==> src/design/gtp_pkg.sv <==
// ============================================================================
// GUID text parser package
// Shared types and constants for the GUID text parser blocks.
// ============================================================================
`default_nettype none

package gtp_pkg;

    localparam int CHAR_BITS = 16;
    localparam int CODE_W    = 16;

    localparam logic [CODE_W-1:0] CHAR_MASK =
        CODE_W'((32'd1 << CHAR_BITS) - 32'd1);

    typedef struct packed {
        logic [CODE_W-1:0] code;
        logic              start;
    } char_item_t;

    typedef struct packed {
        logic        emit;
        logic        ok;
        logic [31:0] first_word;
        logic [15:0] second_half;
        logic [15:0] third_half;
        logic [63:0] tail_bytes;
    } result_t;

endpackage

`default_nettype wire

==> src/design/gtp_char_stage.sv <==
// ============================================================================
// GUID text parser input register
// Captures one character transaction and holds it until the parser takes it.
// ============================================================================
`default_nettype none

module gtp_char_stage
    import gtp_pkg::*;
(
    input  wire logic              clk,
    input  wire logic              rst_n,
    input  wire logic              in_valid,
    output logic                   in_stall,
    input  wire logic [CODE_W-1:0] char_code,
    input  wire logic              start_req,
    input  wire logic              advance,
    output logic                   item_valid,
    output char_item_t             item
);

    logic       valid_reg;
    logic       valid_next;
    char_item_t item_reg;

    assign in_stall   = valid_reg && !advance;
    assign valid_next = in_stall ? valid_reg : in_valid;

    always_ff @(posedge clk or negedge rst_n)
    begin
        if (!rst_n)
        begin
            valid_reg <= 1'b0;
        end
        else
        begin
            valid_reg <= valid_next;
        end
    end

    always_ff @(posedge clk)
    begin
        if (in_valid && !in_stall)
        begin
            item_reg.code  <= char_code;
            item_reg.start <= start_req;
        end
    end

    assign item_valid = valid_reg;
    assign item       = item_reg;

`ifndef SYNTH
    a_stall_holds_item: assert property (@(posedge clk) disable iff (!rst_n)
        in_stall |=> valid_reg && $stable(item_reg))
        else $error("held character changed while stalled");
`endif

endmodule

`default_nettype wire

==> src/design/gtp_parser.sv <==
// ============================================================================
// GUID text parser core
// Holds the parse state and works out one character per step.
// ============================================================================
`default_nettype none

module gtp_parser
    import gtp_pkg::*;
(
    input  wire logic       clk,
    input  wire logic       rst_n,
    input  wire logic       step,
    input  wire char_item_t item,
    output result_t         res
);

    typedef enum logic [10:0] {
        PH_IDLE       = 11'b000_0000_0001,
        PH_LEAD       = 11'b000_0000_0010,
        PH_GRP1       = 11'b000_0000_0100,
        PH_DASH1      = 11'b000_0000_1000,
        PH_GRP2       = 11'b000_0001_0000,
        PH_DASH2      = 11'b000_0010_0000,
        PH_GRP3       = 11'b000_0100_0000,
        PH_DASH3      = 11'b000_1000_0000,
        PH_PAIR_OPEN  = 11'b001_0000_0000,
        PH_PAIR_DIGIT = 11'b010_0000_0000,
        PH_DONE       = 11'b100_0000_0000
    } phase_t;

    localparam logic [CODE_W-1:0] CH_DASH  = CODE_W'('h2D);
    localparam logic [CODE_W-1:0] CH_BRACE = CODE_W'('h7B);
    localparam logic [CODE_W-1:0] CH_NUL   = '0;
    localparam logic [CODE_W-1:0] CH_SPACE = CODE_W'('h20);
    localparam logic [CODE_W-1:0] CH_TAB   = CODE_W'('h09);
    localparam logic [CODE_W-1:0] CH_CR    = CODE_W'('h0D);

    function automatic logic [4:0] nibble_of(input logic [CODE_W-1:0] c);
        logic [4:0] r;
        r = '0;
        if (c >= CODE_W'('h30) && c <= CODE_W'('h39))
        begin
            r = {1'b1, c[3:0]};
        end
        else if ((c >= CODE_W'('h61) && c <= CODE_W'('h66)) ||
                 (c >= CODE_W'('h41) && c <= CODE_W'('h46)))
        begin
            r = {1'b1, c[3:0] + 4'd9};
        end
        return r;
    endfunction

    phase_t      phase_reg, phase_next;
    logic [3:0]  dc_reg, dc_next;
    logic [3:0]  bi_reg, bi_next;
    logic [63:0] v0_reg, v0_next;
    logic [63:0] v1_reg, v1_next;

    logic [CODE_W-1:0] c;
    logic [4:0]        nib;
    logic              blank;
    logic              used;
    logic              emit;
    logic              good;
    logic [3:0]        need;

    assign c     = item.code & CHAR_MASK;
    assign nib   = nibble_of(c);
    assign blank = (c >= CH_TAB && c <= CH_CR) || c == CH_SPACE;

    always_comb
    begin
        phase_next = phase_reg;
        dc_next    = dc_reg;
        bi_next    = bi_reg;
        v0_next    = v0_reg;
        v1_next    = v1_reg;
        used       = 1'b0;
        emit       = 1'b0;
        good       = 1'b0;
        need       = 4'd4;

        if (item.start)
        begin
            phase_next = PH_LEAD;
            dc_next    = '0;
            bi_next    = '0;
            v0_next    = '0;
            v1_next    = '0;
        end

        if (phase_next == PH_LEAD)
        begin
            if (blank)
            begin
                used = 1'b1;
            end
            else if (c == CH_NUL)
            begin
                used = 1'b1;
                emit = 1'b1;
            end
            else
            begin
                phase_next = PH_GRP1;
                used       = (c == CH_BRACE);
            end
        end

        if (!used)
        begin
            case (phase_next)
                PH_GRP1, PH_GRP2, PH_GRP3:
                begin
                    used = 1'b1;
                    need = (phase_next == PH_GRP1) ? 4'd8 : 4'd4;
                    if (!nib[4])
                    begin
                        emit = 1'b1;
                    end
                    else
                    begin
                        v0_next = {v0_next[59:0], nib[3:0]};
                        dc_next = dc_next + 4'd1;
                        if (dc_next >= need)
                        begin
                            dc_next = '0;
                            case (phase_next)
                                PH_GRP1: phase_next = PH_DASH1;
                                PH_GRP2: phase_next = PH_DASH2;
                                default: phase_next = PH_DASH3;
                            endcase
                        end
                    end
                end
                PH_DASH1, PH_DASH2, PH_DASH3:
                begin
                    used = 1'b1;
                    if (c != CH_DASH)
                    begin
                        emit = 1'b1;
                    end
                    else
                    begin
                        case (phase_next)
                            PH_DASH1: phase_next = PH_GRP2;
                            PH_DASH2: phase_next = PH_GRP3;
                            default:  phase_next = PH_PAIR_OPEN;
                        endcase
                    end
                end
                PH_PAIR_OPEN:
                begin
                    phase_next = PH_PAIR_DIGIT;
                    used       = (c == CH_DASH);
                end
                default:
                begin
                    used = 1'b0;
                end
            endcase
        end

        if (!used && phase_next == PH_PAIR_DIGIT)
        begin
            if (!nib[4])
            begin
                emit = 1'b1;
            end
            else
            begin
                v1_next = {v1_next[59:0], nib[3:0]};
                dc_next = dc_next + 4'd1;
                if (dc_next >= 4'd2)
                begin
                    dc_next = '0;
                    bi_next = bi_next + 4'd1;
                    if (bi_next >= 4'd8)
                    begin
                        emit = 1'b1;
                        good = 1'b1;
                    end
                    else
                    begin
                        phase_next = PH_PAIR_OPEN;
                    end
                end
            end
        end

        if (emit)
        begin
            phase_next = PH_DONE;
        end
    end

    always_ff @(posedge clk or negedge rst_n)
    begin
        if (!rst_n)
        begin
            phase_reg <= PH_IDLE;
            dc_reg    <= '0;
            bi_reg    <= '0;
        end
        else if (step)
        begin
            phase_reg <= phase_next;
            dc_reg    <= dc_next;
            bi_reg    <= bi_next;
        end
    end

    always_ff @(posedge clk)
    begin
        if (step)
        begin
            v0_reg <= v0_next;
            v1_reg <= v1_next;
        end
    end

    always_comb
    begin
        res.emit        = step && emit;
        res.ok          = good;
        res.first_word  = good ? v0_next[63:32] : '0;
        res.second_half = good ? v0_next[31:16] : '0;
        res.third_half  = good ? v0_next[15:0]  : '0;
        res.tail_bytes  = good ? v1_next        : '0;
    end

`ifndef SYNTH
    a_result_ends_parse: assert property (@(posedge clk) disable iff (!rst_n)
        res.emit |=> phase_reg == PH_DONE)
        else $error("parse continued after its result");

    a_pair_index_range: assert property (@(posedge clk) disable iff (!rst_n)
        (phase_reg == PH_PAIR_OPEN || phase_reg == PH_PAIR_DIGIT) |-> bi_reg < 4'd8)
        else $error("byte index ran past the last pair");

    a_success_at_last_pair: assert property (@(posedge clk) disable iff (!rst_n)
        (res.emit && res.ok) |-> (bi_reg == 4'd7 && phase_reg == PH_PAIR_DIGIT))
        else $error("success reported before the eighth byte");
`endif

endmodule

`default_nettype wire

==> src/design/gtp_result_stage.sv <==
// ============================================================================
// GUID text parser result register
// Holds one result transaction until the receiver takes it.
// ============================================================================
`default_nettype none

module gtp_result_stage
    import gtp_pkg::*;
(
    input  wire logic    clk,
    input  wire logic    rst_n,
    input  wire result_t res,
    output logic         advance,
    output logic         out_valid,
    input  wire logic    out_stall,
    output logic         ok,
    output logic [31:0]  first_word,
    output logic [15:0]  second_half,
    output logic [15:0]  third_half,
    output logic [63:0]  tail_bytes
);

    logic    valid_reg;
    logic    valid_next;
    result_t data_reg;

    assign advance    = !valid_reg || !out_stall;
    assign valid_next = advance ? res.emit : valid_reg;

    always_ff @(posedge clk or negedge rst_n)
    begin
        if (!rst_n)
        begin
            valid_reg <= 1'b0;
        end
        else
        begin
            valid_reg <= valid_next;
        end
    end

    always_ff @(posedge clk)
    begin
        if (advance && res.emit)
        begin
            data_reg <= res;
        end
    end

    assign out_valid   = valid_reg;
    assign ok          = data_reg.ok;
    assign first_word  = data_reg.first_word;
    assign second_half = data_reg.second_half;
    assign third_half  = data_reg.third_half;
    assign tail_bytes  = data_reg.tail_bytes;

`ifndef SYNTH
    a_fail_is_zero: assert property (@(posedge clk) disable iff (!rst_n)
        (valid_reg && !data_reg.ok) |->
            (data_reg.first_word == '0 && data_reg.second_half == '0 &&
             data_reg.third_half == '0 && data_reg.tail_bytes == '0))
        else $error("failed parse carries a nonzero value");
`endif

endmodule

`default_nettype wire

==> src/design/guid_text_parser.sv <==
// ============================================================================
// GUID text parser
// Reads a textual GUID one character per transaction and returns its value.
// ============================================================================
// Each input transaction carries one character; start_req marks the first
// character of a string. The block takes one character every cycle while the
// output side keeps up. The character that ends the parse is first held in
// the input register; the parse logic then loads its result into the result
// register. A stall on the output holds the result register, which in turn
// stalls the input once the input register is also full. Each string gives
// at most one result, either the 128-bit value or a failure with all value
// fields zero.
// ============================================================================
`default_nettype none

module guid_text_parser
    import gtp_pkg::*;
(
    input  wire logic              clk,
    input  wire logic              rst_n,
    input  wire logic              in_valid,
    output logic                   in_stall,
    input  wire logic [CODE_W-1:0] char_code,
    input  wire logic              start_req,
    output logic                   out_valid,
    input  wire logic              out_stall,
    output logic                   ok,
    output logic [31:0]            first_word,
    output logic [15:0]            second_half,
    output logic [15:0]            third_half,
    output logic [63:0]            tail_bytes
);

    logic       advance;
    logic       item_valid;
    char_item_t item;
    result_t    res;

    gtp_char_stage u_char_stage (
        .clk        (clk),
        .rst_n      (rst_n),
        .in_valid   (in_valid),
        .in_stall   (in_stall),
        .char_code  (char_code),
        .start_req  (start_req),
        .advance    (advance),
        .item_valid (item_valid),
        .item       (item)
    );

    gtp_parser u_parser (
        .clk   (clk),
        .rst_n (rst_n),
        .step  (item_valid && advance),
        .item  (item),
        .res   (res)
    );

    gtp_result_stage u_result_stage (
        .clk         (clk),
        .rst_n       (rst_n),
        .res         (res),
        .advance     (advance),
        .out_valid   (out_valid),
        .out_stall   (out_stall),
        .ok          (ok),
        .first_word  (first_word),
        .second_half (second_half),
        .third_half  (third_half),
        .tail_bytes  (tail_bytes)
    );

endmodule

`default_nettype wire

==> config.mk <==
export PLATFORM = sky130hd
export DESIGN_NAME = guid_text_parser
export DESIGN_NICKNAME = d
export VERILOG_FILES = /design/src/design/gtp_pkg.sv /design/src/design/gtp_char_stage.sv /design/src/design/gtp_parser.sv /design/src/design/gtp_result_stage.sv /design/src/design/guid_text_parser.sv
export SDC_FILE = /design/constraint.sdc
export NUM_CORES = 1
export LEC_CHECK = 0
export BUFFER_PORTS_ARGS = -buffer_cell sky130_fd_sc_hd__buf_2
export CAP_MARGIN = 20
export CORE_UTILIZATION = 59
export CTS_CLUSTER_SIZE = 8
export DETAILED_ROUTE_END_ITERATION = 7
export HOLD_SLACK_MARGIN = 0.05
export PLACE_DENSITY = 0.8
export REMOVE_ABC_BUFFERS = 1
export SLEW_MARGIN = 15
export SYNTH_ARGS = -nofsm -noshare
export SYNTH_HDL_FRONTEND = slang
export SYNTH_HIERARCHICAL = 1
export SYNTH_SLANG_ARGS = --single-unit
==> constraint.sdc <==
create_clock -name clk -period 10.2 [get_ports clk]
set_input_delay 1.53 -clock clk [delete_from_list [all_inputs] [get_ports clk]]
set_output_delay 1.53 -clock clk [all_outputs]
set_load 0.005 [all_outputs]
# ---- Word level (Yosys, flattened, before mapping)
# Cells that the tools add are included.
# W data, S select, Z words.
dict set report word_totals {
  latch_bits 0
  n_memories 0
  rom_bits 0
  ram_bits 0
  wordCells 122
  input_bits 21
  ff_bits 295
}
dict set report op_classes {
  n_mux 58
  addsub 4
  div_mod_pow 0
  n_mul 0
  shifts 0
  n_eq_ne 13
  magnitude_cmp 11
  n_reduce_logical 22
  bitwise 0
}
# op n
set op_table {}
lappend op_table {{$mux W64} 7}
lappend op_table {{$mux W11} 13}
lappend op_table {{$mux W4} 13}
lappend op_table {{$pmux W11 S3} 1}
lappend op_table {{$eq A16 B6 Y1 const B} 2}
lappend op_table {{$ge A16 B7 Y1 const B} 2}
lappend op_table {{$le A16 B7 Y1 const B} 2}
lappend op_table {{$mux W1} 18}
lappend op_table {{$pmux W9 S2} 1}
lappend op_table {{$eq A16 B7 Y1 const B} 1}
lappend op_table {{$ge A16 B4 Y1 const B} 1}
lappend op_table {{$ge A16 B6 Y1 const B} 1}
lappend op_table {{$le A16 B4 Y1 const B} 1}
lappend op_table {{$le A16 B6 Y1 const B} 1}
lappend op_table {{$logic_not A16 Y1} 1}
lappend op_table {{$ne A16 B6 Y1 const B} 1}
lappend op_table {{$pmux W8 S2} 1}
lappend op_table {{$add A4 B1 Y4 const B} 3}
lappend op_table {{$eq A11 B10 Y1 const B} 1}
lappend op_table {{$eq A11 B2 Y1 const B} 1}
lappend op_table {{$eq A11 B3 Y1 const B} 1}
lappend op_table {{$eq A11 B4 Y1 const B} 1}
lappend op_table {{$eq A11 B5 Y1 const B} 1}
lappend op_table {{$eq A11 B6 Y1 const B} 1}
lappend op_table {{other kinds (14)} 32}

# ---- Depth between registers and ports, before layout
dict set report depth {
  word_depth 19
  depth_mapped 18
  ltp_nobuf 16
}

# ---- By module
# Netlist, hierarchy kept.
# module cells_per_inst area_each_um2 n_inst
set by_module_without_submodules {}
lappend by_module_without_submodules {gtp_parser 928 8824.7 1}
lappend by_module_without_submodules {gtp_result_stage 133 3921.3 1}
lappend by_module_without_submodules {gtp_char_stage 22 568.0 1}
lappend by_module_without_submodules {guid_text_parser 1 6.3 1}

# ---- Least setup slack after synthesis
# OpenSTA, ideal clock, no wires.
dict set report synth_path {
  path_kind {input-to-reg}
  startpoint {input port out_stall}
  endpoint {register u_result_stage.data_reg (netlist bit u_result_stage/first_word[0]) (enable)}
  stages 6
  arrival_ns 8.822
  setup_time_ns 0.532
  slack_ns 0.846
  n_path_buf 2
  cell_sequence {nand2_1 > and2_1 > clkbuf_1 > clkbuf_1 > and3_1 > a21boi_2}
}
# item line_no
set synth_rtl {}
lappend synth_rtl {{start, declared} guid_text_parser.sv:26} ;# input wire logic out_stall,
lappend synth_rtl {{end signal, assigned} gtp_result_stage.sv:46} ;# data_reg <= res;
lappend synth_rtl {{end, declared} gtp_result_stage.sv:25} ;# result_t data_reg;

==> out/results.ini <==
[run_status]
status = finished with violations
violations = design-rule violations

[die]
fp.dieW_um = 152.3
initial_core_util_pct = 60.66
io_pins = 152
core-area_sq_mm = 0.02196
rows = 54
die-area_sq_mm = 0.02318
die_h_um = 152.3

[yosys]
synth-async-reset-ratio_pct = 7.216
syn_inst = 1084
yosysUniqueCellTypes = 75
synth_area_per_cell_sq_um = 12.29
synth-seq-area-share_pct = 64.82
netlist_area_sq_mm = 0.01332
synth_ff_type = edfxtp_1
synth-edff-count = 270
synth-seq-cells = 291
yosys_warnings = 6

[timing]
hold_ws_ns = 0.5098
max_freq_mhz = 142.3
timing.final.crit_period_ns = 7.029
rsz0062_at_grt = false
tightest_slew_ns = 1.168
slew_viol_final = 0
max-slew-margin-rel_pct = 22.17
finalSetupViolCount = 0
finalHoldViolCount = 0
finClkSkew_ns = 0.01616
period_share_pct = 68.91

[clocking]
clkTransAtPathRegs_ns = 0.05
clockBufferDepth = 3
root_buffer = clkbuf_16
cts_sinks = 291
tritoncts = yes
cts_hold_buf = 0
postCtsSetupBuffers = 0
clk_latency_ns = 0.53
numCtsBuffers = 42
cts-resized-gates = 0
htree_num_levels = 2

[drt]
wl_um = 26480
vias_per_cell = 5.840
wl_per_cell_um = 17.62
ant_nets = 0
num_vias = 8777
drt_iter0_drc = 913
first_pass_iters = 8
drc = 13

[power]
power_frac_clock_pct = 40.0
peakVddDrop_mv = 0.1285
p_int_w = 0.002353
combPwrFrac_pct = 10.1
p_leak_nw = 5.548
pwr-share-seq_pct = 49.9
p_sw_share_pct = 24.07
p_per_area_mw_per_mm2 = 202.1
fin_total_pwr_w = 0.003099
p_switching_w = 0.0007458

[global_route]
grtUsageTotal_pct = 22.71
grt_pass1_wl_um = 42440
grt_max_degree = 213
overflow = 0
antenna_found_initial = 0
grt_pass1_vias = 8331

[place]
hpwlAfterDp_um = 15310
placed_cell_area_sq_mm = 0.01415
globalplace.congestion = 0.9104
portBuffers = 151

[setup_path]
path_buf_inv = 4
critPathKind = reg2reg
path_max_fanout = 212
cpMostUsedCell = buf_4
path_delay_family = simple AND/OR/NAND/NOR gates
slowest_stage = buf_4
startpoint_type = flip-flop
crit_chain = buf_12, nor3_1, nand3_2, or3_4, and2_1, nor2_4, buf_4, o21ai_0, ha_1, o31a_1, o21ai_2, nand2_4, nand2_1, and3_1, a21boi_4, buf_4, buf_4
crit_required_ns = 10.35
critPathMaxStageDelay_ns = 0.76
cp.arrival_ns = 7.18
end_kind = flip-flop

[layout]
multiInputGateArea_sq_mm = 0.004268
ff_latch_area_sq_mm = 0.008635
mostFrequentLayoutCells = edfxtp_1 (270), nand2_1 (258), buf_2 (151)
syn_to_final_growth_pct = 15.10
nNetsFinal = 1236
drive_above_1_share_pct = 23.79
design_area_sq_mm = 0.01533
n_antenna_cell = 0
fillers = 1489
mostFrequentLayoutCell = edfxtp_1

[worst_hold_path]
hp-class = reg2reg

[job]
maxCapViolCount = 0

==> per-stage QoR <==
stage	TNS [ns]	std cells	util, %	worst slack [ns]
finish	0	1503	69.82	3.171
floorplan	-517.44	1003	-	-3.839
global placement	0	1444	64.43	3.567
detailed placement	0	1444	64.43	3.332
CTS	0	1503	69.82	3.346
global route	0	1503	69.82	2.729
==> per-layer routing <==
layer,wire [um],part of all wire (%),track usage (%)
met2,13160,50,37.00
met4,646,2.4,8.552
met3,1528,5.8,4.522
met1,11150,42,30.40
met5,0,0,0
==> power groups by stage <==
stage / logic [W] / registers, W / clock network, W
2_1_floorplan: 0.000180 / 0.00158 / 0
4_1_cts: 0.000313 / 0.00154 / 0.00126
3_3_place_gp: 0.000301 / 0.00156 / 0
6_report: 0.000313 / 0.00155 / 0.00124
5_1_grt: 0.000343 / 0.00156 / 0.00131
3_5_place_dp: 0.000312 / 0.00156 / 0
==> worst paths after layout <==
| kind | slack [ns] | end | from | depth (start not counted) |
|---|---|---|---|---|
| worst max-delay path | 3.17 | u_result_stage/second_half[10]$_DFFE_PP_ | u_char_stage/item[0]$_DFFE_PP_ | 17 |
| worst min-delay path | 0.51 | u_parser/bi_reg[2]$_DFFE_PN0P_ | u_parser/bi_reg[2]$_DFFE_PN0P_ | 1 |
| worst max register to register | 3.17 | u_result_stage/second_half[10]$_DFFE_PP_ | u_char_stage/item[0]$_DFFE_PP_ | 17 |
| worst min register to register | 0.51 | u_parser/bi_reg[2]$_DFFE_PN0P_ | u_parser/bi_reg[2]$_DFFE_PN0P_ | 1 |
| max in group asynchronous | 8.85 | u_parser/phase_reg[0]$_DFFE_PN1P_ | rst_n | 1 |
| min in group asynchronous | 0.99 | u_parser/phase_reg[5]$_DFFE_PN0P_ | rst_n | 1 |
==> final cells by class <==
type / count / share of cell area (%)
multi-input combinational: 698 / 27.84
timing repair buffer: 161 / 5.501
tap: 280 / 2.285
inverter: 14 / 0.3428
clock inverter: 2 / 0.2122
clock buffer: 57 / 7.500
sequential: 291 / 56.32
==> synth_stat cells, drive strengths merged, types with 6 or more instances <==
master,instances,area [sq um]
a21oi,123,619.4
and2,76,478.0
and3,6,37.54
buf,40,255.3
clkbuf,41,153.9
dfrtp,20,500.5
edfxtp,270,8108
ha,7,87.58
inv,13,48.79
nand2,259,972.2
nand2b,10,70.06
nand3,9,50.05
nand3b,6,45.04
nor2,16,60.06
nor3,10,50.05
nor4,68,812.0
o21ai,19,98.85
==> kinds of logic (layout without fill, tap and decap cells) <==
group | after synthesis | after routing | synth area share [%]
AND/OR/NAND/NOR | 484 | 484 | 20.71
flip-flops | 291 | 291 | 64.82
AO/OA/AOI/OAI | 198 | 198 | 9.741
buffers and inverters | 95 | 234 | 3.466
XOR/XNOR | 8 | 8 | 0.5260
adder cells (fa/ha/maj) | 7 | 7 | 0.6575
multiplexers | 1 | 1 | 0.07515
No activity file was read; power rests on OpenSTA's default activity.
